`src/hw/rtl/square_matrix_multiply_unit_assert.svh`:
```
// Assertion helpers for the matrix multiply unit.
`ifndef SQUARE_MATRIX_MULTIPLY_UNIT_ASSERT_SVH
`define SQUARE_MATRIX_MULTIPLY_UNIT_ASSERT_SVH

// Same-cycle implication, checked outside reset.
`define SMM_ASSERT_NOW(label, clk, rst_n, ante, cons, msg) \
    label: assert property (@(posedge clk) disable iff (!rst_n) (ante) |-> (cons)) \
        else $error(msg);

// Next-cycle implication, checked outside reset.
`define SMM_ASSERT_NEXT(label, clk, rst_n, ante, cons, msg) \
    label: assert property (@(posedge clk) disable iff (!rst_n) (ante) |=> (cons)) \
        else $error(msg);

`endif

```
`src/hw/rtl/smm_pkg.sv`:
```
`timescale 1ns / 1ps

package smm_pkg;

    localparam int unsigned DATA_W   = 32;
    localparam int unsigned ACC_W    = 64;
    localparam int unsigned IDX_W    = 2;
    localparam int unsigned DIM_W    = 3;
    localparam int unsigned APB_AW   = 3;
    localparam int unsigned APB_DW   = 32;

    localparam logic [DIM_W-1:0] MIN_DIM       = 3'd3;
    localparam logic [DIM_W-1:0] DIM_RESET     = 3'd4;
    localparam logic [APB_AW-3:0] REG_DIMENSION = 1'b0;

    // multiply register plus accumulate register behind the read stage
    localparam logic [1:0] PIPE_DRAIN = 2'd1;

    localparam logic signed [DATA_W-1:0] SAT_MAX = 32'sh7fff_ffff;
    localparam logic signed [DATA_W-1:0] SAT_MIN = 32'sh8000_0000;

    typedef enum logic [1:0] {
        S_IDLE,
        S_ISSUE,
        S_DRAIN,
        S_EMIT
    } smm_state_t;

    typedef struct packed {
        logic             store;
        logic             mac_issue;
        logic             mac_first;
        logic [IDX_W-1:0] col;
        logic [IDX_W-1:0] row;
        logic [IDX_W-1:0] term;
        logic             emit;
        logic             last;
    } smm_cmd_t;

    typedef struct packed {
        logic out_full;
    } smm_stat_t;

endpackage

```
`src/hw/rtl/smm_chan_if.sv`:
```
`timescale 1ns / 1ps

interface smm_in_if;
    logic               valid;
    logic               ready;
    logic signed [31:0] element_value;
    logic               target_matrix;
    logic [1:0]         column_index;
    logic [1:0]         row_index;
    logic               compute_now;

    modport source (
        output valid, element_value, target_matrix, column_index, row_index, compute_now,
        input  ready
    );
    modport sink (
        input  valid, element_value, target_matrix, column_index, row_index, compute_now,
        output ready
    );
endinterface

interface smm_out_if;
    logic               valid;
    logic               ready;
    logic signed [31:0] product_value;
    logic [1:0]         out_column;
    logic [1:0]         out_row;
    logic               saturated;
    logic               last_result;

    modport source (
        output valid, product_value, out_column, out_row, saturated, last_result,
        input  ready
    );
    modport sink (
        input  valid, product_value, out_column, out_row, saturated, last_result,
        output ready
    );
endinterface

```
`src/hw/rtl/smm_ctrl.sv`:
```
`timescale 1ns / 1ps

module smm_ctrl
    import smm_pkg::*;
#(
    parameter int unsigned MAX_DIM = 4
)
(
    input  logic             clk,
    input  logic             rst_n,
    input  logic [DIM_W-1:0] dimension,
    input  logic             in_valid,
    input  logic             in_compute,
    output logic             in_ready,
    input  smm_stat_t        stat,
    output smm_cmd_t         cmd
);

    smm_state_t       state_reg, state_next;
    logic [IDX_W-1:0] c_reg, c_next;
    logic [IDX_W-1:0] r_reg, r_next;
    logic [IDX_W-1:0] i_reg, i_next;
    logic [IDX_W-1:0] lim_reg, lim_next;
    logic [1:0]       drain_reg, drain_next;
    logic [DIM_W-1:0] act_dim;
    logic             accept;
    logic             start;
    logic             emit_ok;
    logic             last_term;
    logic             last_row;
    logic             last_col;

    always_comb
    begin
        if (dimension < MIN_DIM)
        begin
            act_dim = MIN_DIM;
        end
        else if (dimension > DIM_W'(MAX_DIM))
        begin
            act_dim = DIM_W'(MAX_DIM);
        end
        else
        begin
            act_dim = dimension;
        end
    end

    assign accept    = (state_reg == S_IDLE) && in_valid;
    assign start     = accept && in_compute;
    assign emit_ok   = !stat.out_full;
    assign last_term = (i_reg == lim_reg);
    assign last_row  = (r_reg == lim_reg);
    assign last_col  = (c_reg == lim_reg);

    always_comb
    begin
        state_next = state_reg;
        case (state_reg)
            S_IDLE:
            begin
                if (start)
                begin
                    state_next = S_ISSUE;
                end
            end
            S_ISSUE:
            begin
                if (last_term)
                begin
                    state_next = S_DRAIN;
                end
            end
            S_DRAIN:
            begin
                if (drain_reg == '0)
                begin
                    state_next = S_EMIT;
                end
            end
            S_EMIT:
            begin
                if (emit_ok)
                begin
                    state_next = (last_row && last_col) ? S_IDLE : S_ISSUE;
                end
            end
            default:
            begin
                state_next = S_IDLE;
            end
        endcase
    end

    always_comb
    begin
        in_ready      = 1'b0;
        cmd.store     = 1'b0;
        cmd.mac_issue = 1'b0;
        cmd.mac_first = 1'b0;
        cmd.col       = c_reg;
        cmd.row       = r_reg;
        cmd.term      = i_reg;
        cmd.emit      = 1'b0;
        cmd.last      = last_row && last_col;
        case (state_reg)
            S_IDLE:
            begin
                in_ready  = 1'b1;
                cmd.store = in_valid;
            end
            S_ISSUE:
            begin
                cmd.mac_issue = 1'b1;
                cmd.mac_first = (i_reg == '0);
            end
            S_DRAIN:
            begin
                cmd.mac_issue = 1'b0;
            end
            S_EMIT:
            begin
                cmd.emit = emit_ok;
            end
            default:
            begin
                in_ready = 1'b0;
            end
        endcase
    end

    // element / term counters, column outer, row inner
    always_comb
    begin
        c_next     = c_reg;
        r_next     = r_reg;
        i_next     = i_reg;
        lim_next   = lim_reg;
        drain_next = drain_reg;
        case (state_reg)
            S_IDLE:
            begin
                if (start)
                begin
                    c_next   = '0;
                    r_next   = '0;
                    i_next   = '0;
                    lim_next = IDX_W'(act_dim - 3'd1);
                end
            end
            S_ISSUE:
            begin
                i_next = i_reg + 2'd1;
                if (last_term)
                begin
                    drain_next = PIPE_DRAIN;
                end
            end
            S_DRAIN:
            begin
                drain_next = drain_reg - 2'd1;
            end
            S_EMIT:
            begin
                if (emit_ok)
                begin
                    i_next = '0;
                    if (last_row)
                    begin
                        r_next = '0;
                        c_next = c_reg + 2'd1;
                    end
                    else
                    begin
                        r_next = r_reg + 2'd1;
                    end
                end
            end
            default:
            begin
                i_next = '0;
            end
        endcase
    end

    always_ff @(posedge clk or negedge rst_n)
    begin
        if (!rst_n)
        begin
            state_reg <= S_IDLE;
            c_reg     <= '0;
            r_reg     <= '0;
            i_reg     <= '0;
            lim_reg   <= '0;
            drain_reg <= '0;
        end
        else
        begin
            state_reg <= state_next;
            c_reg     <= c_next;
            r_reg     <= r_next;
            i_reg     <= i_next;
            lim_reg   <= lim_next;
            drain_reg <= drain_next;
        end
    end

endmodule

```
`src/hw/rtl/smm_datapath.sv`:
```
`timescale 1ns / 1ps

module smm_datapath
    import smm_pkg::*;
#(
    parameter int unsigned MAX_DIM   = 4,
    parameter int unsigned FRAC_BITS = 16
)
(
    input  logic                     clk,
    input  logic                     rst_n,
    input  smm_cmd_t                 cmd,
    output smm_stat_t                stat,
    input  logic signed [DATA_W-1:0] in_value,
    input  logic                     in_target,
    input  logic [IDX_W-1:0]         in_col,
    input  logic [IDX_W-1:0]         in_row,
    output logic                     out_valid,
    input  logic                     out_ready,
    output logic signed [DATA_W-1:0] out_value,
    output logic [IDX_W-1:0]         out_col,
    output logic [IDX_W-1:0]         out_row,
    output logic                     out_sat,
    output logic                     out_last
);

    localparam int unsigned     CELLS = MAX_DIM * MAX_DIM;
    localparam int unsigned     AW    = $clog2(CELLS);
    localparam logic [AW-1:0]   DIM_A = AW'(MAX_DIM);
    localparam logic [IDX_W:0]  DIM_I = (IDX_W + 1)'(MAX_DIM);

    logic signed [DATA_W-1:0] left_mem  [CELLS];
    logic signed [DATA_W-1:0] right_mem [CELLS];

    logic [AW-1:0]            wr_addr;
    logic [AW-1:0]            rd_left_addr;
    logic [AW-1:0]            rd_right_addr;
    logic                     wr_in_range;
    logic                     wr_left;
    logic                     wr_right;

    logic signed [DATA_W-1:0] a_reg;
    logic signed [DATA_W-1:0] b_reg;
    logic                     v1_reg, f1_reg;
    logic signed [ACC_W-1:0]  prod_next, prod_reg;
    logic                     v2_reg, f2_reg;
    logic signed [ACC_W-1:0]  shifted;
    logic signed [ACC_W-1:0]  acc_next, acc_reg;

    logic                     ovf;
    logic signed [DATA_W-1:0] sat_value;

    logic                     out_valid_reg, out_valid_next;
    logic signed [DATA_W-1:0] value_reg;
    logic [IDX_W-1:0]         col_reg;
    logic [IDX_W-1:0]         row_reg;
    logic                     sat_reg;
    logic                     last_reg;

    assign wr_addr       = AW'(in_col) * DIM_A + AW'(in_row);
    assign rd_left_addr  = AW'(cmd.term) * DIM_A + AW'(cmd.row);
    assign rd_right_addr = AW'(cmd.col) * DIM_A + AW'(cmd.term);
    assign wr_in_range   = ({1'b0, in_col} < DIM_I) && ({1'b0, in_row} < DIM_I);
    assign wr_left       = cmd.store && wr_in_range && !in_target;
    assign wr_right      = cmd.store && wr_in_range && in_target;

    always_ff @(posedge clk)
    begin
        if (wr_left)
        begin
            left_mem[wr_addr] <= in_value;
        end
        a_reg <= left_mem[rd_left_addr];
    end

    always_ff @(posedge clk)
    begin
        if (wr_right)
        begin
            right_mem[wr_addr] <= in_value;
        end
        b_reg <= right_mem[rd_right_addr];
    end

    assign prod_next = a_reg * b_reg;
    // arithmetic shift gives the floor of the scaled product
    assign shifted   = prod_reg >>> FRAC_BITS;
    assign acc_next  = (f2_reg ? '0 : acc_reg) + shifted;

    always_ff @(posedge clk)
    begin
        prod_reg <= prod_next;
        if (v2_reg)
        begin
            acc_reg <= acc_next;
        end
    end

    always_ff @(posedge clk or negedge rst_n)
    begin
        if (!rst_n)
        begin
            v1_reg <= 1'b0;
            f1_reg <= 1'b0;
            v2_reg <= 1'b0;
            f2_reg <= 1'b0;
        end
        else
        begin
            v1_reg <= cmd.mac_issue;
            f1_reg <= cmd.mac_first;
            v2_reg <= v1_reg;
            f2_reg <= f1_reg;
        end
    end

    // upper 33 bits must all agree to fit in 32
    assign ovf       = !((&acc_reg[ACC_W-1:DATA_W-1]) || !(|acc_reg[ACC_W-1:DATA_W-1]));
    assign sat_value = ovf ? (acc_reg[ACC_W-1] ? SAT_MIN : SAT_MAX) : acc_reg[DATA_W-1:0];

    always_comb
    begin
        if (cmd.emit)
        begin
            out_valid_next = 1'b1;
        end
        else if (out_ready)
        begin
            out_valid_next = 1'b0;
        end
        else
        begin
            out_valid_next = out_valid_reg;
        end
    end

    always_ff @(posedge clk or negedge rst_n)
    begin
        if (!rst_n)
        begin
            out_valid_reg <= 1'b0;
        end
        else
        begin
            out_valid_reg <= out_valid_next;
        end
    end

    always_ff @(posedge clk)
    begin
        if (cmd.emit)
        begin
            value_reg <= sat_value;
            col_reg   <= cmd.col;
            row_reg   <= cmd.row;
            sat_reg   <= ovf;
            last_reg  <= cmd.last;
        end
    end

    assign stat.out_full = out_valid_reg && !out_ready;
    assign out_valid     = out_valid_reg;
    assign out_value     = value_reg;
    assign out_col       = col_reg;
    assign out_row       = row_reg;
    assign out_sat       = sat_reg;
    assign out_last      = last_reg;

endmodule

```
`src/hw/rtl/square_matrix_multiply_unit.sv`:
```
`timescale 1ns / 1ps
// Square matrix multiplier, 3x3 or 4x4, signed Q16.16.
// in_ch: each request writes one element of the left (target 0) or right
//   (target 1) matrix at column/row. A request with compute_now set stores its
//   element and then produces P = A * B, column-major, last element flagged.
// out_ch: n*n product elements per compute request; sums are saturated to 32 bits and
//   the saturated flag marks clipped elements.
// APB: register 0 (byte address 0) is dimension, reset 4; values below 3 act
//   as 3, above MAX_DIM as MAX_DIM. Write it only while the unit is idle.
// A load-only request is stored and the unit stays idle. A compute request runs
//   n*n elements through one multiply-accumulate unit: for each, n terms are
//   issued, the pipeline (read, multiply, accumulate) drains, and the element
//   is emitted.
// in_ch.ready is high only while no product run is in progress.
// A stalled receiver holds the output register; the run pauses at the emit
//   step until the slot frees. Reset idles the controller and sets dimension
//   to 4; matrix stores are undefined until written.
module square_matrix_multiply_unit
    import smm_pkg::*;
#(
    parameter int unsigned MAX_DIM   = 4,
    parameter int unsigned FRAC_BITS = 16
)
(
    input  logic              clk,
    input  logic              rst_n,
    smm_in_if.sink            in_ch,
    smm_out_if.source         out_ch,
    input  logic              psel,
    input  logic              penable,
    input  logic              pwrite,
    input  logic [APB_AW-1:0] paddr,
    input  logic [APB_DW-1:0] pwdata,
    output logic [APB_DW-1:0] prdata,
    output logic              pready
);

    logic [DIM_W-1:0] dimension_reg, dimension_next;
    logic             cfg_wr;
    logic             cfg_hit;
    smm_cmd_t         cmd;
    smm_stat_t        stat;

    assign pready  = 1'b1;
    assign cfg_hit = (paddr[APB_AW-1:2] == REG_DIMENSION);
    assign cfg_wr  = psel && penable && pwrite && pready && cfg_hit;
    assign prdata  = cfg_hit ? APB_DW'(dimension_reg) : '0;

    always_comb
    begin
        dimension_next = cfg_wr ? pwdata[DIM_W-1:0] : dimension_reg;
    end

    always_ff @(posedge clk or negedge rst_n)
    begin
        if (!rst_n)
        begin
            dimension_reg <= DIM_RESET;
        end
        else
        begin
            dimension_reg <= dimension_next;
        end
    end

    smm_ctrl #(
        .MAX_DIM (MAX_DIM)
    ) u_ctrl (
        .clk        (clk),
        .rst_n      (rst_n),
        .dimension  (dimension_reg),
        .in_valid   (in_ch.valid),
        .in_compute (in_ch.compute_now),
        .in_ready   (in_ch.ready),
        .stat       (stat),
        .cmd        (cmd)
    );

    smm_datapath #(
        .MAX_DIM   (MAX_DIM),
        .FRAC_BITS (FRAC_BITS)
    ) u_datapath (
        .clk       (clk),
        .rst_n     (rst_n),
        .cmd       (cmd),
        .stat      (stat),
        .in_value  (in_ch.element_value),
        .in_target (in_ch.target_matrix),
        .in_col    (in_ch.column_index),
        .in_row    (in_ch.row_index),
        .out_valid (out_ch.valid),
        .out_ready (out_ch.ready),
        .out_value (out_ch.product_value),
        .out_col   (out_ch.out_column),
        .out_row   (out_ch.out_row),
        .out_sat   (out_ch.saturated),
        .out_last  (out_ch.last_result)
    );

`include "square_matrix_multiply_unit_assert.svh"

    `SMM_ASSERT_NOW(a_no_issue_while_ready, clk, rst_n, in_ch.ready, !cmd.mac_issue && !cmd.emit, "mac issued while accepting requests")
    `SMM_ASSERT_NOW(a_emit_slot_free, clk, rst_n, cmd.emit, !out_ch.valid || out_ch.ready, "result emitted over an unaccepted one")
    `SMM_ASSERT_NEXT(a_emit_shows, clk, rst_n, cmd.emit, out_ch.valid, "emitted result not presented")
    `SMM_ASSERT_NEXT(a_last_ends_run, clk, rst_n, cmd.emit && cmd.last, in_ch.ready, "run did not end after last element")

endmodule
```
`src/flat_wrapper.sv`:
```
// flat-port wrapper written by rule: the top's interface ports become plain ports
module square_matrix_multiply_unit_flat import smm_pkg::*;
#(
    parameter int unsigned MAX_DIM   = 4,
    parameter int unsigned FRAC_BITS = 16
)
  (clk, rst_n, psel, penable, pwrite, paddr, pwdata, prdata, pready, in_ch_valid, in_ch_element_value, in_ch_target_matrix, in_ch_column_index, in_ch_row_index, in_ch_compute_now, in_ch_ready, out_ch_valid, out_ch_product_value, out_ch_out_column, out_ch_out_row, out_ch_saturated, out_ch_last_result, out_ch_ready);
  smm_in_if in_ch_i ();
  smm_out_if out_ch_i ();
  input  logic clk;
  input  logic rst_n;
  input  logic psel;
  input  logic penable;
  input  logic pwrite;
  input  logic [APB_AW-1:0] paddr;
  input  logic [APB_DW-1:0] pwdata;
  output logic [APB_DW-1:0] prdata;
  output logic pready;
  input wire logic [$bits(in_ch_i.valid)-1:0] in_ch_valid;
  input wire logic [$bits(in_ch_i.element_value)-1:0] in_ch_element_value;
  input wire logic [$bits(in_ch_i.target_matrix)-1:0] in_ch_target_matrix;
  input wire logic [$bits(in_ch_i.column_index)-1:0] in_ch_column_index;
  input wire logic [$bits(in_ch_i.row_index)-1:0] in_ch_row_index;
  input wire logic [$bits(in_ch_i.compute_now)-1:0] in_ch_compute_now;
  output wire logic [$bits(in_ch_i.ready)-1:0] in_ch_ready;
  output wire logic [$bits(out_ch_i.valid)-1:0] out_ch_valid;
  output wire logic [$bits(out_ch_i.product_value)-1:0] out_ch_product_value;
  output wire logic [$bits(out_ch_i.out_column)-1:0] out_ch_out_column;
  output wire logic [$bits(out_ch_i.out_row)-1:0] out_ch_out_row;
  output wire logic [$bits(out_ch_i.saturated)-1:0] out_ch_saturated;
  output wire logic [$bits(out_ch_i.last_result)-1:0] out_ch_last_result;
  input wire logic [$bits(out_ch_i.ready)-1:0] out_ch_ready;
  assign in_ch_i.valid = in_ch_valid;
  assign in_ch_i.element_value = in_ch_element_value;
  assign in_ch_i.target_matrix = in_ch_target_matrix;
  assign in_ch_i.column_index = in_ch_column_index;
  assign in_ch_i.row_index = in_ch_row_index;
  assign in_ch_i.compute_now = in_ch_compute_now;
  assign in_ch_ready = in_ch_i.ready;
  assign out_ch_valid = out_ch_i.valid;
  assign out_ch_product_value = out_ch_i.product_value;
  assign out_ch_out_column = out_ch_i.out_column;
  assign out_ch_out_row = out_ch_i.out_row;
  assign out_ch_saturated = out_ch_i.saturated;
  assign out_ch_last_result = out_ch_i.last_result;
  assign out_ch_i.ready = out_ch_ready;
  square_matrix_multiply_unit #(.MAX_DIM(MAX_DIM), .FRAC_BITS(FRAC_BITS)) u_core (.clk(clk), .rst_n(rst_n), .in_ch(in_ch_i), .out_ch(out_ch_i), .psel(psel), .penable(penable), .pwrite(pwrite), .paddr(paddr), .pwdata(pwdata), .prdata(prdata), .pready(pready));
endmodule
```
`config.mk`:
```
export PLATFORM = sky130hd
export DESIGN_NAME = square_matrix_multiply_unit_flat
export DESIGN_NICKNAME = d
export VERILOG_FILES = /design/src/hw/rtl/smm_pkg.sv /design/src/hw/rtl/smm_chan_if.sv /design/src/hw/rtl/smm_ctrl.sv /design/src/hw/rtl/smm_datapath.sv /design/src/hw/rtl/square_matrix_multiply_unit.sv /design/src/flat_wrapper.sv
export VERILOG_INCLUDE_DIRS = /design/src /design/src/hw/rtl
export SDC_FILE = /design/constraint.sdc
export NUM_CORES = 2
export LEC_CHECK = 0
export BUFFER_PORTS_ARGS = -buffer_cell sky130_fd_sc_hd__buf_2
export CAP_MARGIN = 25
export CORE_MARGIN = 3
export CORE_UTILIZATION = 27
export DETAILED_ROUTE_END_ITERATION = 10
export HOLD_SLACK_MARGIN = 0.08
export PLACE_DENSITY = 0.42
export SYNTH_ARGS = -nofsm -noshare
export SYNTH_HDL_FRONTEND = slang
export SYNTH_SLANG_ARGS = --single-unit
```
`constraint.sdc`:
```
create_clock -name clk -period 8.7 [get_ports clk]
set_input_delay 2.61 -clock clk [delete_from_list [all_inputs] [get_ports clk]]
set_output_delay 2.61 -clock clk [all_outputs]
set_load 0.02 [all_outputs]
```
==> metrics <==
via count=47270; DRT Pass-1 Iters=6; RSZ-0062 raised after global routing=false; Simple-Gate Fraction of Synth Area=8.579%; Routed met3 length=11040 um; GPL Wtd Cong=0.8058; drt initial violations=3035; port buffer count=91; Compound-Gate Fraction of Synth Area=3.219%; via/cell ratio=4.457; crit path time final=8320 ps; Starting Density=27.19%; die area=321300 um2; share of the synthesized area in the top cell type=39.81%; NumNets Final=7767; average wire per standard cell=21.52 um; ys async rst share=1.590%; H-tree depth=4; synth warn=0; postcts setup bufs=0; Post-Syn Area=84940 um2; Commonest cells post-synth=edfxtp_1 (1126), fa_1 (1082), inv_1 (999); Worst Skew=118.1 ps; critical path class=flop to flop; predominant post-synthesis flop cell=edfxtp_1; DRC=0; DR WL met2=103200 um; worst-skew pair later-pin latency=840 ps; Num CTS Buffers=147; final setup violation count=0; Max Fclk=120.2 MHz; synthesized area per cell=13.60 um2; HP Class=flop to flop; initial antenna violation count=27; register area share after synthesis=43.04%; multiplexer area fraction after synthesis=8.577%; final worst-path cycle share=95.63%; Startpoint Class=flop; outcome=finished, final reports clean; chip height=566.9 um; Layout area overhead=12.58%; proportion of layout cells with a drive suffix above 1=13.30%; largest net degree at the start of global routing=103; Worst EP required=9360 ps; Max Slew Vio Count=0; post-synth cell types=78; final hold violation count=0; grt ovf=0; Synth area leaders=edfxtp_1 (40%), fa_1 (26%), mux4_2 (8.5%); post-synthesis cell count=6244; Yosys reg bits=1258; Synth Area in Adders=29.17%; I/O pin count=153; Clock Root Buffer=clkbuf_16; wirelength, routed=228200 um; vias in the first global route=52490; filler cell count=31360; Slew @ Worst Pin=1003 ps; number of flops mapped to enable cells by yosys=1126; CTS tree=built; Max Cap Viol=0; M1 WL=109600 um; DR top layer=met5; final setup TNS=0 ps; crit path max fanout=18; ANT nets after route=0; die extent in x=566.9 um; Post-Synth XOR/XNOR Area=1.299%; most frequent cell after synthesis=edfxtp_1; clock-pin slew on the worst setup and hold paths=90 ps; Core Area=312400 um2; DP HPWL=158800 um; first-pass GRT wire length=346500 um; row cnt=205; Clock Sinks=1258; Crit. End Element=flop; Longest Clk Path Bufs=4; largest family of logic cells by synthesized area=adder cells; leading area contributor after synthesis=edfxtp_1; relative max-transition margin=33.13%; gr usage total=14.26%; crit path DAT=8980 ps
==> cells by family after synthesis <==
kind of cell               Yosys count
AOI/OAI and AO/OA                  410
DFF                               1258
other                                2
buffers and inverters             1346
muxes                              327
adders and majority gates         1331
and+or+nand+nor                   1444
xor gates and xnor gates           126
==> per-stage QoR <==
step / utilization, % / worst slack (ps) / hold slack (ps) / cells / area, um2
2_1_floorplan: - / 915.3 / 331.2 / 6272 / 85040
3_3_place_gp: 29.13 / 332.9 / 337.9 / 10340 / 91010
3_5_place_dp: 29.14 / 377.8 / 341.7 / 10350 / 91040
4_1_cts: 30.59 / 251.5 / 356.2 / 10600 / 95570
5_1_grt: 30.60 / 40.90 / 362.3 / 10600 / 95600
6_report: 30.61 / 380.3 / 352.2 / 10610 / 95620
==> placed cells by master (no fill, tap or decap), types with 76 or more instances in the layout <==
master,n
a21oi_1,107
xnor2_1,76
dfxtp_1,108
inv_1,999
nand2_1,571
and2_1,507
edfxtp_1,1126
nor2b_1,76
a21o_1,106
buf_4,179
buf_2,91
mux4_2,320
clkbuf_16,153
nor2_1,86
ha_1,249
fa_1,1082
==> layout make-up <==
cell class,instances,area (um2),area share (%)
clock inverters,47,442.9,0.4632
multi-input cells,3668,43540,45.53
diodes,9,22.52,0.02355
inverters,1000,3754,3.925
well taps,4140,5180,5.417
clock buffers,203,4086,4.273
repair buffers,281,2017,2.109
flip-flops and latches,1258,36580,38.26
==> worst paths after layout <==
path / from / to / slack (ps) / cells past startpoint
hold reg to reg: u_core.u_datapath.v1_reg / u_core.u_datapath.v2_reg / 350 / 0
min in group asynchronous: rst_n / u_core.u_ctrl.state_reg[1] / 1820 / 1
setup reg to reg: u_core.u_datapath.b_reg[17] / u_core.u_datapath.prod_reg[50] / 380 / 24
hold / removal: u_core.u_datapath.v1_reg / u_core.u_datapath.v2_reg / 350 / 0
setup / recovery: u_core.u_datapath.b_reg[17] / u_core.u_datapath.prod_reg[50] / 380 / 24
max in group asynchronous: rst_n / u_core.u_ctrl.i_reg[0] / 6330 / 1
==> what timing repair did <==
item,in CTS,in global routing
resized for setup,0,4
setup endpoints to repair,0,3
hold buffers,0,0
endpoints found under the hold margin,0,0
==> worst max-delay path, stage by stage, from the launching register on <==
cell	delay (ps)
dfxtp_1	930
buf_4	370
nand2_1	120
fa_1	530
fa_1	560
inv_1	50
fa_1	480
fa_1	610
fa_1	450
fa_1	410
fa_1	590
inv_1	70
fa_1	480
inv_1	40
ha_1	220
a21o_1	190
a21o_1	170
a221oi_1	280
o21ai_1	160
a221oi_1	290
o21ai_1	180
a211o_1	350
a221o_1	370
a211oi_1	240
nor2_1	60
==> per-layer routing <==
layer | up-vias | global-route usage, %
li1 | 20900 | -
met1 | 25250 | 20.63
met2 | 875 | 22.44
met3 | 246 | 2.500
met4 | 8 | 2.827
met5 | - | 0
Power is left out: the tool's default activity adds up to more than one toggle a clock period on the data nets, which glitch-free logic cannot reach.
